==> config.mk <==
export PLATFORM = sky130hd
export DESIGN_NAME = triangle_primitive_assembler_core_flat
export DESIGN_NICKNAME = d
export VERILOG_FILES = /design/src/sv/tpa_pkg.sv /design/src/sv/tpa_if.sv /design/src/sv/tpa_step.sv /design/src/sv/triangle_primitive_assembler_core.sv /design/src/flat_wrapper.sv
export SDC_FILE = /design/constraint.sdc
export NUM_CORES = 1
export LEC_CHECK = 0
export BUFFER_PORTS_ARGS = -buffer_cell sky130_fd_sc_hd__buf_2
export CAP_MARGIN = 20
export CORE_MARGIN = 1.5
export CORE_UTILIZATION = 30
export DETAILED_ROUTE_END_ITERATION = 8
export SKIP_LAST_GASP = 1
export SYNTH_ARGS = -nofsm -noshare
export SYNTH_HDL_FRONTEND = slang
export SYNTH_SLANG_ARGS = --single-unit
==> constraint.sdc <==
create_clock -name clk -period 24 [get_ports clk]
set_clock_uncertainty 0.15 [all_clocks]
set_input_delay 1.2 -clock clk [delete_from_list [all_inputs] [get_ports clk]]
set_output_delay 1.2 -clock clk [all_outputs]
set_load 0.05 [all_outputs]
==> src/sv/tpa_pkg.sv <==
// ----------------------------------------------------------------------------
// tpa_pkg
// Shared types and constants for the triangle primitive assembler.
// ----------------------------------------------------------------------------
package tpa_pkg;

    localparam int INDEX_WIDTH     = 32;
    localparam int FIELD_WIDTH     = 32;
    localparam int CFG_INDEX_WIDTH = 2;
    localparam int CFG_DATA_WIDTH  = 32;

    localparam logic [INDEX_WIDTH-1:0] RESTART_VALUE = '1;

    typedef logic [INDEX_WIDTH-1:0] index_t;

    typedef enum logic [CFG_INDEX_WIDTH-1:0] {
        CFG_STRIP_MODE   = 2'd0,
        CFG_VERTEX_COUNT = 2'd1
    } cfg_reg_t;

    typedef enum logic [1:0] {
        SLOT_FIRST  = 2'd0,
        SLOT_SECOND = 2'd1,
        SLOT_THIRD  = 2'd2
    } list_slot_t;

    typedef struct packed {
        index_t     older_index;
        index_t     newer_index;
        logic       strip_parity;
        list_slot_t list_slot;
    } asm_state_t;

    typedef struct packed {
        index_t vert_a;
        index_t vert_b;
        index_t vert_c;
    } corners_t;

    localparam asm_state_t ASM_CLEAR = '{
        older_index:  RESTART_VALUE,
        newer_index:  RESTART_VALUE,
        strip_parity: 1'b0,
        list_slot:    SLOT_FIRST
    };

endpackage

==> src/sv/tpa_if.sv <==
// ----------------------------------------------------------------------------
// tpa_if
// Valid/ready channels of the triangle primitive assembler.
// ----------------------------------------------------------------------------
interface tpa_index_if;
    import tpa_pkg::*;

    logic                   valid;
    logic                   ready;
    logic [FIELD_WIDTH-1:0] index_value;
    logic                   draw_start;

    modport source (output valid, output index_value, output draw_start, input ready);
    modport sink   (input valid, input index_value, input draw_start, output ready);
endinterface

interface tpa_tri_if;
    import tpa_pkg::*;

    logic                   valid;
    logic                   ready;
    logic [FIELD_WIDTH-1:0] vert_a;
    logic [FIELD_WIDTH-1:0] vert_b;
    logic [FIELD_WIDTH-1:0] vert_c;

    modport source (output valid, output vert_a, output vert_b, output vert_c, input ready);
    modport sink   (input valid, input vert_a, input vert_b, input vert_c, output ready);
endinterface

interface tpa_cfg_if;
    import tpa_pkg::*;

    logic                       valid;
    logic                       ready;
    logic [CFG_INDEX_WIDTH-1:0] index;
    logic [CFG_DATA_WIDTH-1:0]  data;

    modport source (output valid, output index, output data, input ready);
    modport sink   (input valid, input index, input data, output ready);
endinterface

==> src/sv/tpa_step.sv <==
// ----------------------------------------------------------------------------
// tpa_step
// Next assembly state and culled triangle for one index beat.
// ----------------------------------------------------------------------------
module tpa_step
    import tpa_pkg::*;
(
    input  asm_state_t             state,
    input  index_t                 index_value,
    input  logic                   draw_start,
    input  logic                   strip_mode,
    input  logic [FIELD_WIDTH-1:0] vertex_count,
    output asm_state_t             state_next,
    output logic                   emit,
    output corners_t               corners
);

    asm_state_t base;
    logic       complete;
    logic       distinct;
    logic       in_range;

    always_comb
    begin
        // draw start clears assembly before the index is taken in
        base       = draw_start ? ASM_CLEAR : state;
        state_next = base;
        complete   = 1'b0;
        corners    = '{vert_a: base.older_index, vert_b: base.newer_index,
                       vert_c: index_value};

        if (strip_mode)
        begin
            if (index_value == RESTART_VALUE)
            begin
                state_next.older_index  = RESTART_VALUE;
                state_next.newer_index  = RESTART_VALUE;
                state_next.strip_parity = 1'b0;
            end
            else
            begin
                complete = (base.older_index != RESTART_VALUE) &&
                           (base.newer_index != RESTART_VALUE);
                // odd steps swap the first two corners to keep winding
                if (base.strip_parity)
                begin
                    corners.vert_a = base.newer_index;
                    corners.vert_b = base.older_index;
                end
                state_next.older_index  = base.newer_index;
                state_next.newer_index  = index_value;
                state_next.strip_parity = ~base.strip_parity;
            end
        end
        else
        begin
            case (base.list_slot)
                SLOT_SECOND:
                begin
                    state_next.newer_index = index_value;
                    state_next.list_slot   = SLOT_THIRD;
                end
                SLOT_THIRD:
                begin
                    complete = (base.older_index != RESTART_VALUE) &&
                               (base.newer_index != RESTART_VALUE) &&
                               (index_value != RESTART_VALUE);
                    state_next.list_slot = SLOT_FIRST;
                end
                default:
                begin
                    state_next.older_index = index_value;
                    state_next.list_slot   = SLOT_SECOND;
                end
            endcase
        end
    end

    assign distinct = (corners.vert_a != corners.vert_b) &&
                      (corners.vert_b != corners.vert_c) &&
                      (corners.vert_a != corners.vert_c);
    assign in_range = (FIELD_WIDTH'(corners.vert_a) < vertex_count) &&
                      (FIELD_WIDTH'(corners.vert_b) < vertex_count) &&
                      (FIELD_WIDTH'(corners.vert_c) < vertex_count);
    assign emit     = complete && distinct && in_range;

endmodule

==> src/sv/triangle_primitive_assembler_core.sv <==
// Output: a triangle's last index beat loads corners_reg, or skid_reg if stalled.
// Throughput: one index beat per cycle; a triangle stalled by the downstream parks
// in a skid register, so the index channel waits only while two triangles are held.
// Reset: rst_n clears the assembly state, strip_mode and vertex_count at once.
// ----------------------------------------------------------------------------
// triangle_primitive_assembler_core
// Builds strip or list triangles from an index stream and culls degenerate or
// out-of-range triangles.
// ----------------------------------------------------------------------------
module triangle_primitive_assembler_core
    import tpa_pkg::*;
(
    input  logic       clk,
    input  logic       rst_n,
    tpa_index_if.sink  indices,
    tpa_tri_if.source  triangles,
    tpa_cfg_if.sink    cfg
);

    asm_state_t             state_reg;
    asm_state_t             state_next;
    logic                   strip_mode_reg;
    logic [FIELD_WIDTH-1:0] vertex_count_reg;
    logic                   out_valid_reg;
    logic                   out_valid_next;
    corners_t               corners_reg;
    corners_t               corners_next;
    logic                   skid_valid_reg;
    logic                   skid_valid_next;
    corners_t               skid_reg;
    logic                   out_take;
    logic                   push;
    logic                   emit;
    logic                   in_fire;
    logic                   cfg_fire;

    assign indices.ready = !skid_valid_reg;
    assign in_fire       = indices.valid && indices.ready;
    assign cfg.ready     = 1'b1;
    assign cfg_fire      = cfg.valid && cfg.ready;
    assign out_take      = out_valid_reg && triangles.ready;
    assign push          = in_fire && emit;

    tpa_step u_step (
        .state        (state_reg),
        .index_value  (indices.index_value[INDEX_WIDTH-1:0]),
        .draw_start   (indices.draw_start),
        .strip_mode   (strip_mode_reg),
        .vertex_count (vertex_count_reg),
        .state_next   (state_next),
        .emit         (emit),
        .corners      (corners_next)
    );

    always_comb
    begin
        out_valid_next  = out_valid_reg;
        skid_valid_next = skid_valid_reg;
        if (skid_valid_reg)
        begin
            // advance the parked triangle into the output register
            if (out_take)
                skid_valid_next = 1'b0;
        end
        else if (push)
        begin
            if (out_valid_reg && !triangles.ready)
                skid_valid_next = 1'b1;
            else
                out_valid_next = 1'b1;
        end
        else if (out_take)
            out_valid_next = 1'b0;
    end

    always_ff @(posedge clk or negedge rst_n)
    begin
        if (!rst_n)
        begin
            state_reg        <= ASM_CLEAR;
            strip_mode_reg   <= 1'b0;
            vertex_count_reg <= '0;
            out_valid_reg    <= 1'b0;
            skid_valid_reg   <= 1'b0;
        end
        else
        begin
            out_valid_reg  <= out_valid_next;
            skid_valid_reg <= skid_valid_next;
            if (in_fire)
                state_reg <= state_next;
            if (cfg_fire)
            begin
                case (cfg.index)
                    CFG_STRIP_MODE:   strip_mode_reg   <= cfg.data[0];
                    CFG_VERTEX_COUNT: vertex_count_reg <= cfg.data[FIELD_WIDTH-1:0];
                    default:          ;
                endcase
            end
        end
    end

    // hold the payload until the downstream takes the beat
    always_ff @(posedge clk)
    begin
        if (skid_valid_reg)
        begin
            if (out_take)
                corners_reg <= skid_reg;
        end
        else if (push)
        begin
            if (out_valid_reg && !triangles.ready)
                skid_reg <= corners_next;
            else
                corners_reg <= corners_next;
        end
    end

    assign triangles.valid  = out_valid_reg;
    assign triangles.vert_a = FIELD_WIDTH'(corners_reg.vert_a);
    assign triangles.vert_b = FIELD_WIDTH'(corners_reg.vert_b);
    assign triangles.vert_c = FIELD_WIDTH'(corners_reg.vert_c);

    a_stall_hold: assert property (@(posedge clk) disable iff (!rst_n)
        out_valid_reg && !triangles.ready |=> out_valid_reg)
        else $error("pending triangle dropped under backpressure");

    a_emit_culled: assert property (@(posedge clk) disable iff (!rst_n)
        in_fire && emit |-> (corners_next.vert_a != corners_next.vert_b) &&
            (FIELD_WIDTH'(corners_next.vert_c) < vertex_count_reg))
        else $error("degenerate or out-of-range triangle emitted");

    a_strip_restart: assert property (@(posedge clk) disable iff (!rst_n)
        in_fire && strip_mode_reg &&
            (indices.index_value[INDEX_WIDTH-1:0] == RESTART_VALUE)
        |=> (state_reg.older_index == RESTART_VALUE) &&
            (state_reg.newer_index == RESTART_VALUE) && !state_reg.strip_parity)
        else $error("strip restart did not clear corners");

    a_list_draw_start: assert property (@(posedge clk) disable iff (!rst_n)
        in_fire && !strip_mode_reg && indices.draw_start
        |=> state_reg.list_slot == SLOT_SECOND)
        else $error("draw start did not begin a new list triple");

    a_no_emit_on_start: assert property (@(posedge clk) disable iff (!rst_n)
        in_fire && indices.draw_start && !out_valid_reg |=> !out_valid_reg)
        else $error("triangle emitted from the first index of a draw");

    a_skid_behind_out: assert property (@(posedge clk) disable iff (!rst_n)
        skid_valid_reg |-> out_valid_reg)
        else $error("skid register holds a triangle ahead of the output");

endmodule
==> src/flat_wrapper.sv <==
// flat-port wrapper written by rule: the top's interface ports become plain ports
module triangle_primitive_assembler_core_flat import tpa_pkg::*;
  (clk, rst_n, indices_valid, indices_index_value, indices_draw_start, indices_ready, triangles_valid, triangles_vert_a, triangles_vert_b, triangles_vert_c, triangles_ready, cfg_valid, cfg_index, cfg_data, cfg_ready);
  tpa_index_if indices_i ();
  tpa_tri_if triangles_i ();
  tpa_cfg_if cfg_i ();
  input  logic clk;
  input  logic rst_n;
  input wire logic [$bits(indices_i.valid)-1:0] indices_valid;
  input wire logic [$bits(indices_i.index_value)-1:0] indices_index_value;
  input wire logic [$bits(indices_i.draw_start)-1:0] indices_draw_start;
  output wire logic [$bits(indices_i.ready)-1:0] indices_ready;
  output wire logic [$bits(triangles_i.valid)-1:0] triangles_valid;
  output wire logic [$bits(triangles_i.vert_a)-1:0] triangles_vert_a;
  output wire logic [$bits(triangles_i.vert_b)-1:0] triangles_vert_b;
  output wire logic [$bits(triangles_i.vert_c)-1:0] triangles_vert_c;
  input wire logic [$bits(triangles_i.ready)-1:0] triangles_ready;
  input wire logic [$bits(cfg_i.valid)-1:0] cfg_valid;
  input wire logic [$bits(cfg_i.index)-1:0] cfg_index;
  input wire logic [$bits(cfg_i.data)-1:0] cfg_data;
  output wire logic [$bits(cfg_i.ready)-1:0] cfg_ready;
  assign indices_i.valid = indices_valid;
  assign indices_i.index_value = indices_index_value;
  assign indices_i.draw_start = indices_draw_start;
  assign indices_ready = indices_i.ready;
  assign triangles_valid = triangles_i.valid;
  assign triangles_vert_a = triangles_i.vert_a;
  assign triangles_vert_b = triangles_i.vert_b;
  assign triangles_vert_c = triangles_i.vert_c;
  assign triangles_i.ready = triangles_ready;
  assign cfg_i.valid = cfg_valid;
  assign cfg_i.index = cfg_index;
  assign cfg_i.data = cfg_data;
  assign cfg_ready = cfg_i.ready;
  triangle_primitive_assembler_core u_core (.clk(clk), .rst_n(rst_n), .indices(indices_i), .triangles(triangles_i), .cfg(cfg_i));
endmodule
* Word level (Yosys, flattened, before mapping)
Index checks and enable logic that the tools add are counted.
** Storage, ports and cells
- Word-level logic and storage cells :: 80
- Flip-flop bits (word level) :: 294
- Input port bits :: 72
** Cells by class
- Bitwise gates (word level) :: 2
- Reduce and logical (&&, ||, !) cells :: 23
- Equal/unequal tests :: 13
- Mux-type cells :: 25
- $lt $le $gt $ge :: 3
** Operators by type and width (number)
- 96-bit two-way mux :: 4
- 64-bit two-way mux :: 4
- 32-bit less-than comparator :: 3
- 32-bit inequality test :: 3
- 32-bit inequality test (second input constant) :: 3
- 67-bit two-way mux :: 1
- 65-bit two-way mux :: 1
- 32-bit two-way mux :: 2
- 32-bit equality test (second input constant) :: 1
- 1-bit logical AND :: 12
- 1-bit two-way mux :: 11
- 3-bit AND reduction :: 3
- 2-bit by 1-bit equality test with 1-bit output (second input constant) :: 2
- 2-bit inequality test (second input constant) :: 2
- 2-bit case mux with 2 select lines :: 1
- 2-bit AND reduction :: 2
- 2-bit nonzero test :: 2
- 2-bit equality test (second input constant) :: 1
- 1-bit zero test :: 2
- 2-bit zero test :: 1
- 2-bit two-way mux :: 1
- 2-bit by 1-bit inequality test with 1-bit output (second input constant) :: 1
- 1-bit inverter :: 2
- 2-bit OR reduction :: 1

* Depth between registers and ports, before layout
- Word-level depth :: 12
- Gate-level depth with buffers :: 20

* Modules after synthesis
From an unflattened synthesis, not the netlist that was laid out.
** Unflattened totals
- Cell total of the unflattened synthesis :: 1401
- Area total of the unflattened synthesis :: 16968.8 sq um
** By module, submodules not included
- triangle_primitive_assembler_core :: area each 10920.5 sq um, times used 1, cells each 528
- tpa_step :: area each 6048.3 sq um, times used 1, cells each 873

* Least setup slack after synthesis
OpenSTA, ideal clock, no wires.
- Path type :: input -> register
- Start point :: in indices_index_value[28]
- End point :: reg u_core.skid_reg[0] (netlist bit) (enable)
- Cell stages on the path :: 20
- Path slack :: 11.733 ns
- Data required time :: 23.159 ns
- Buffers on the path :: 3
- Setup time :: 0.691 ns
- Data arrival time :: 11.427 ns
- Path through :: buf_2 -> nand4_1 -> nor4_4 -> a21oi_2 -> or2_0 -> clkbuf_2 -> buf_2 -> o22ai_1 -> inv_1 -> ha_1 -> a21o_1 -> a21o_1 -> a21oi_1 -> o22ai_1 -> nor3_1 -> o21ai_0 -> nor3_1 -> o311a_1 -> nand4_2 -> nor3b_1
** RTL lines
- start: declaration :: line flat_wrapper.sv:10 : input wire logic [$bits(indices_i.index_value)-1:0] indices_index_value;
- end signal: assignment :: line triangle_primitive_assembler_core.sv:114 : skid_reg <= corners_next;
- end: declaration :: line triangle_primitive_assembler_core.sv:30 : corners_t skid_reg;

==> impl_metrics.env <==
export IMPL_port_buffers=169
export IMPL_crit_type="input pin to flip-flop"
export IMPL_max_freq_mhz=125
export IMPL_hold_class="flip-flop to flip-flop"
export IMPL_drtIter0Drc=1143
export IMPL_synth_area_sq_mm=0.0160
export IMPL_syn_nets=1613
export IMPL_maxSlewViolCount=0
export IMPL_place_congestion=1.01
export IMPL_htree_levels=2
export IMPL_fin_nets=1743
export IMPL_dieArea_sq_mm=0.0546
export IMPL_dpl_hpwl_mm=48.3
export IMPL_rsz0062_at_grt="no"
export IMPL_clkSlewWorstSetupHoldPaths_ns=0.05
export IMPL_drive_gt1_share_pct=25.4
export IMPL_whs_endpoint="u_core.vertex_count_reg[31]$_DFFE_PN0P_"
export IMPL_relSlewSlack_pct=30.4
export IMPL_ys_flop_type="edfxtp_1"
export IMPL_outcome="complete, no violations"
export IMPL_grt_overflow=0
export IMPL_core_area_sq_mm=0.0526
export IMPL_fin_ws_ns=16.03
export IMPL_largest_reg_flops=96
export IMPL_critPathCaptureType="flip-flop"
export IMPL_p_sw_share_pct=27.1
export IMPL_syn2layout_area_growth_pct=16.3
export IMPL_cts_setup_buffers=0
export IMPL_cts_resized=0
export IMPL_initial_core_util_pct=30.4
export IMPL_power_frac_seq_pct=44.2
export IMPL_synth_warnings=0
export IMPL_ys_types=75
export IMPL_r2r_slack_ns=17.07
export IMPL_viasPerCell=5.54
export IMPL_crit_path_start_kind="input pin"
export IMPL_synth_largest_area_cell="edfxtp_1"
export IMPL_critPathArrivalTime_ns=7.97
export IMPL_grt_pass1_wl_mm=91.3
export IMPL_antenna_left=0
export IMPL_whs_ns=0.352
export IMPL_cts_hold_buffers_added=0
export IMPL_io_pins=171
export IMPL_die_w_microns=234
export IMPL_max_cap_violations=0
export IMPL_drtPass1Iterations=6
export IMPL_leakage_nw=7.44
export IMPL_track_usage_pct=23.7
export IMPL_combinationalPowerShare_pct=14.6
export IMPL_powerDensity_mw_per_mm2=67.6
export IMPL_p_int_mw=0.916
export IMPL_vdd_ir_drop_max_uv=44.8
export IMPL_p_clk_share_pct=41.2
export IMPL_syn_area_per_cell_sq_um=11.0
export IMPL_vias=12700
export IMPL_p_sw_mw=0.341
export IMPL_cts_tree="done"
export IMPL_synth_edf_count=192
export IMPL_hold_depth=1
export IMPL_routed_wl_mm=65.0
export IMPL_setup_viol=0
export IMPL_cts_root_buffer="clkbuf_16"
export IMPL_num_rows=84
export IMPL_yosys_top_cells_area="edfxtp_1 36%, dfstp_2 11%, ha_1 7.4%"
export IMPL_async_flop_share_pct=34.7
export IMPL_min_delay_start="u_core.vertex_count_reg[31]$_DFFE_PN0P_"
export IMPL_worst_ep_required_time_ns=24.00
export IMPL_pre_cts_ws_ns=15.60
export IMPL_cp_max_fo=64
export IMPL_synth_seq_area_share_pct=52.6
export IMPL_fin_crit_sh_pct=33.2
export IMPL_reg2regPathDepth=20
export IMPL_drc=0
export IMPL_yosysTopAreaCellShare_pct=36.1
export IMPL_reg2reg_from="u_core.strip_mode_reg$_DFFE_PN0P_"
export IMPL_cts_buffers=35
export IMPL_min_period_ns=7.97
export IMPL_postSynthCellCount=1446
export IMPL_ys_ff_latch=294
export IMPL_grt_pass1_vias=12400
export IMPL_setup_tns_ns=0
export IMPL_clkLatencyLatePin_ns=0.55
export IMPL_die_h_microns=234
export IMPL_cts_buffer_depth=3
export IMPL_cts_sinks=294
export IMPL_antennaDiodeCount=0
export IMPL_antenna_found_initial=3
export IMPL_grt_max_degree=65
export IMPL_r2r_end="u_core.skid_reg[54]$_DFFE_PP_"
export IMPL_wl_per_cell_microns=28.4
export IMPL_tightestPinTransition_ns=1.04
export IMPL_finalHoldViolations=0
==> power by group through the flow <==
stage               combinational (mW)  clock, mW  sequential, mW
finish                           0.184      0.518           0.555
CTS                              0.182      0.530           0.555
floorplan                        0.112          0           0.563
global placement                 0.179          0           0.564
detailed placement               0.181          0           0.565
global route                     0.202      0.550           0.556
==> critical path, cell delays in order <==
cell and delay [ns]:
buf_2 0.26, nand4_1 0.28, nor4_4 0.60, a21oi_4 0.24, buf_4 0.31, or2_0 0.36, buf_4 0.29, o22ai_1 0.48
inv_1 0.14, ha_1 0.21, a21o_1 0.17, a21oi_1 0.13, o21ai_0 0.10, nor2_1 0.21, a211oi_1 0.12, o31a_1 0.25
o21ai_0 0.44, nand4_2 0.34, nor3b_2 0.87, buf_4 0.82
==> cell type report <==
cell class / instances / area (sq um)
clock buffer: 46 / 1010
clock inverter: 17 / 104
fill: 5291 / 34000
inverter: 109 / 409
multi-input combinational: 942 / 6760
sequential: 294 / 8400
tap: 688 / 861
timing repair buffer: 194 / 1040
==> kinds of logic after synthesis <==
| logic type | after synthesis | synth area share [%] |
|---|---|---|
| and+or+nand+nor | 334 | 10.2 |
| other | 1 | 0.0235 |
| DFF | 294 | 52.6 |
| buffers and inverters | 210 | 5.34 |
| xor gates and xnor gates | 49 | 2.69 |
| adders and majority gates | 95 | 7.44 |
| muxes | 90 | 6.38 |
| AOI/OAI and AO/OA | 373 | 15.3 |
==> synthesized netlist by cell type, types with 16 or more instances <==
| cell type | number |
|---|---|
| a21oi_1 | 73 |
| clkbuf_1 | 72 |
| nor4_1 | 16 |
| a21o_1 | 31 |
| o22ai_1 | 70 |
| mux2_2 | 69 |
| dfrtp_1 | 38 |
| nand4_1 | 53 |
| xnor2_1 | 42 |
| nand2_1 | 97 |
| dfstp_2 | 64 |
| edfxtp_1 | 192 |
| o21ai_0 | 90 |
| nor2_1 | 103 |
| ha_1 | 95 |
| inv_1 | 109 |
| mux2i_1 | 17 |
| o22a_1 | 35 |
==> through the flow <==
stage                     cell area, sq um  cells  util (%)  total power [mW]
after CTS                            18600   2290      35.4              1.27
after global routing                 18600   2290      35.4              1.31
after floorplan                      16000   1446         -             0.674
after global placement               17500   2227      33.2             0.743
after detailed placement             17500   2227      33.2             0.746
final                                18600   2290      35.4              1.26
==> how the worst max path moves through the flow <==
| stage | start | end | slack [ns] |
|---|---|---|---|
| 5_1_grt | indices_index_value[9] | u_core.skid_reg[87]$_DFFE_PP_ | 15.74 |
| 3_3_place_gp | indices_index_value[9] | u_core.skid_reg[90]$_DFFE_PP_ | 15.75 |
| 4_1_cts | indices_index_value[9] | u_core.skid_reg[54]$_DFFE_PP_ | 16.14 |
| 3_5_place_dp | indices_index_value[9] | u_core.skid_reg[90]$_DFFE_PP_ | 15.60 |
| 6_report | indices_index_value[9] | u_core.skid_reg[54]$_DFFE_PP_ | 16.03 |
| 2_1_floorplan | indices_index_value[28] | u_core.skid_reg[0]$_DFFE_PP_ | 11.73 |
==> cells in the final DEF, fill, tap and decap left out, drive strengths merged, types with 5 or more instances in the layout <==
master      n
buf       194
edfxtp    192
inv       110
nor2      103
nand2      97
ha         95
o21ai      91
a21oi      74
o22ai      71
mux2       69
dfstp      64
nand4      55
clkbuf     46
xnor2      42
dfrtp      38
o22a       35
a21o       31
mux2i      21
nor4       18
nor3       12
nand2b     12
clkinv     10
or2         9
o32ai       8
o2111ai     7
xor2        7
nor2b       7
nand3       6
clkinvlp    6
o21a        5
o31ai       5
a211oi      5
==> metal layers <==
layer,up-vias,GRT usage [%],wire (microns)
met5,-,0,28
met4,4,8.65,2390
met3,110,4.15,4050
met2,562,37.5,29800
met1,6407,32.4,28700
li1,5597,-,-
(Power assumes the default switching activity.)
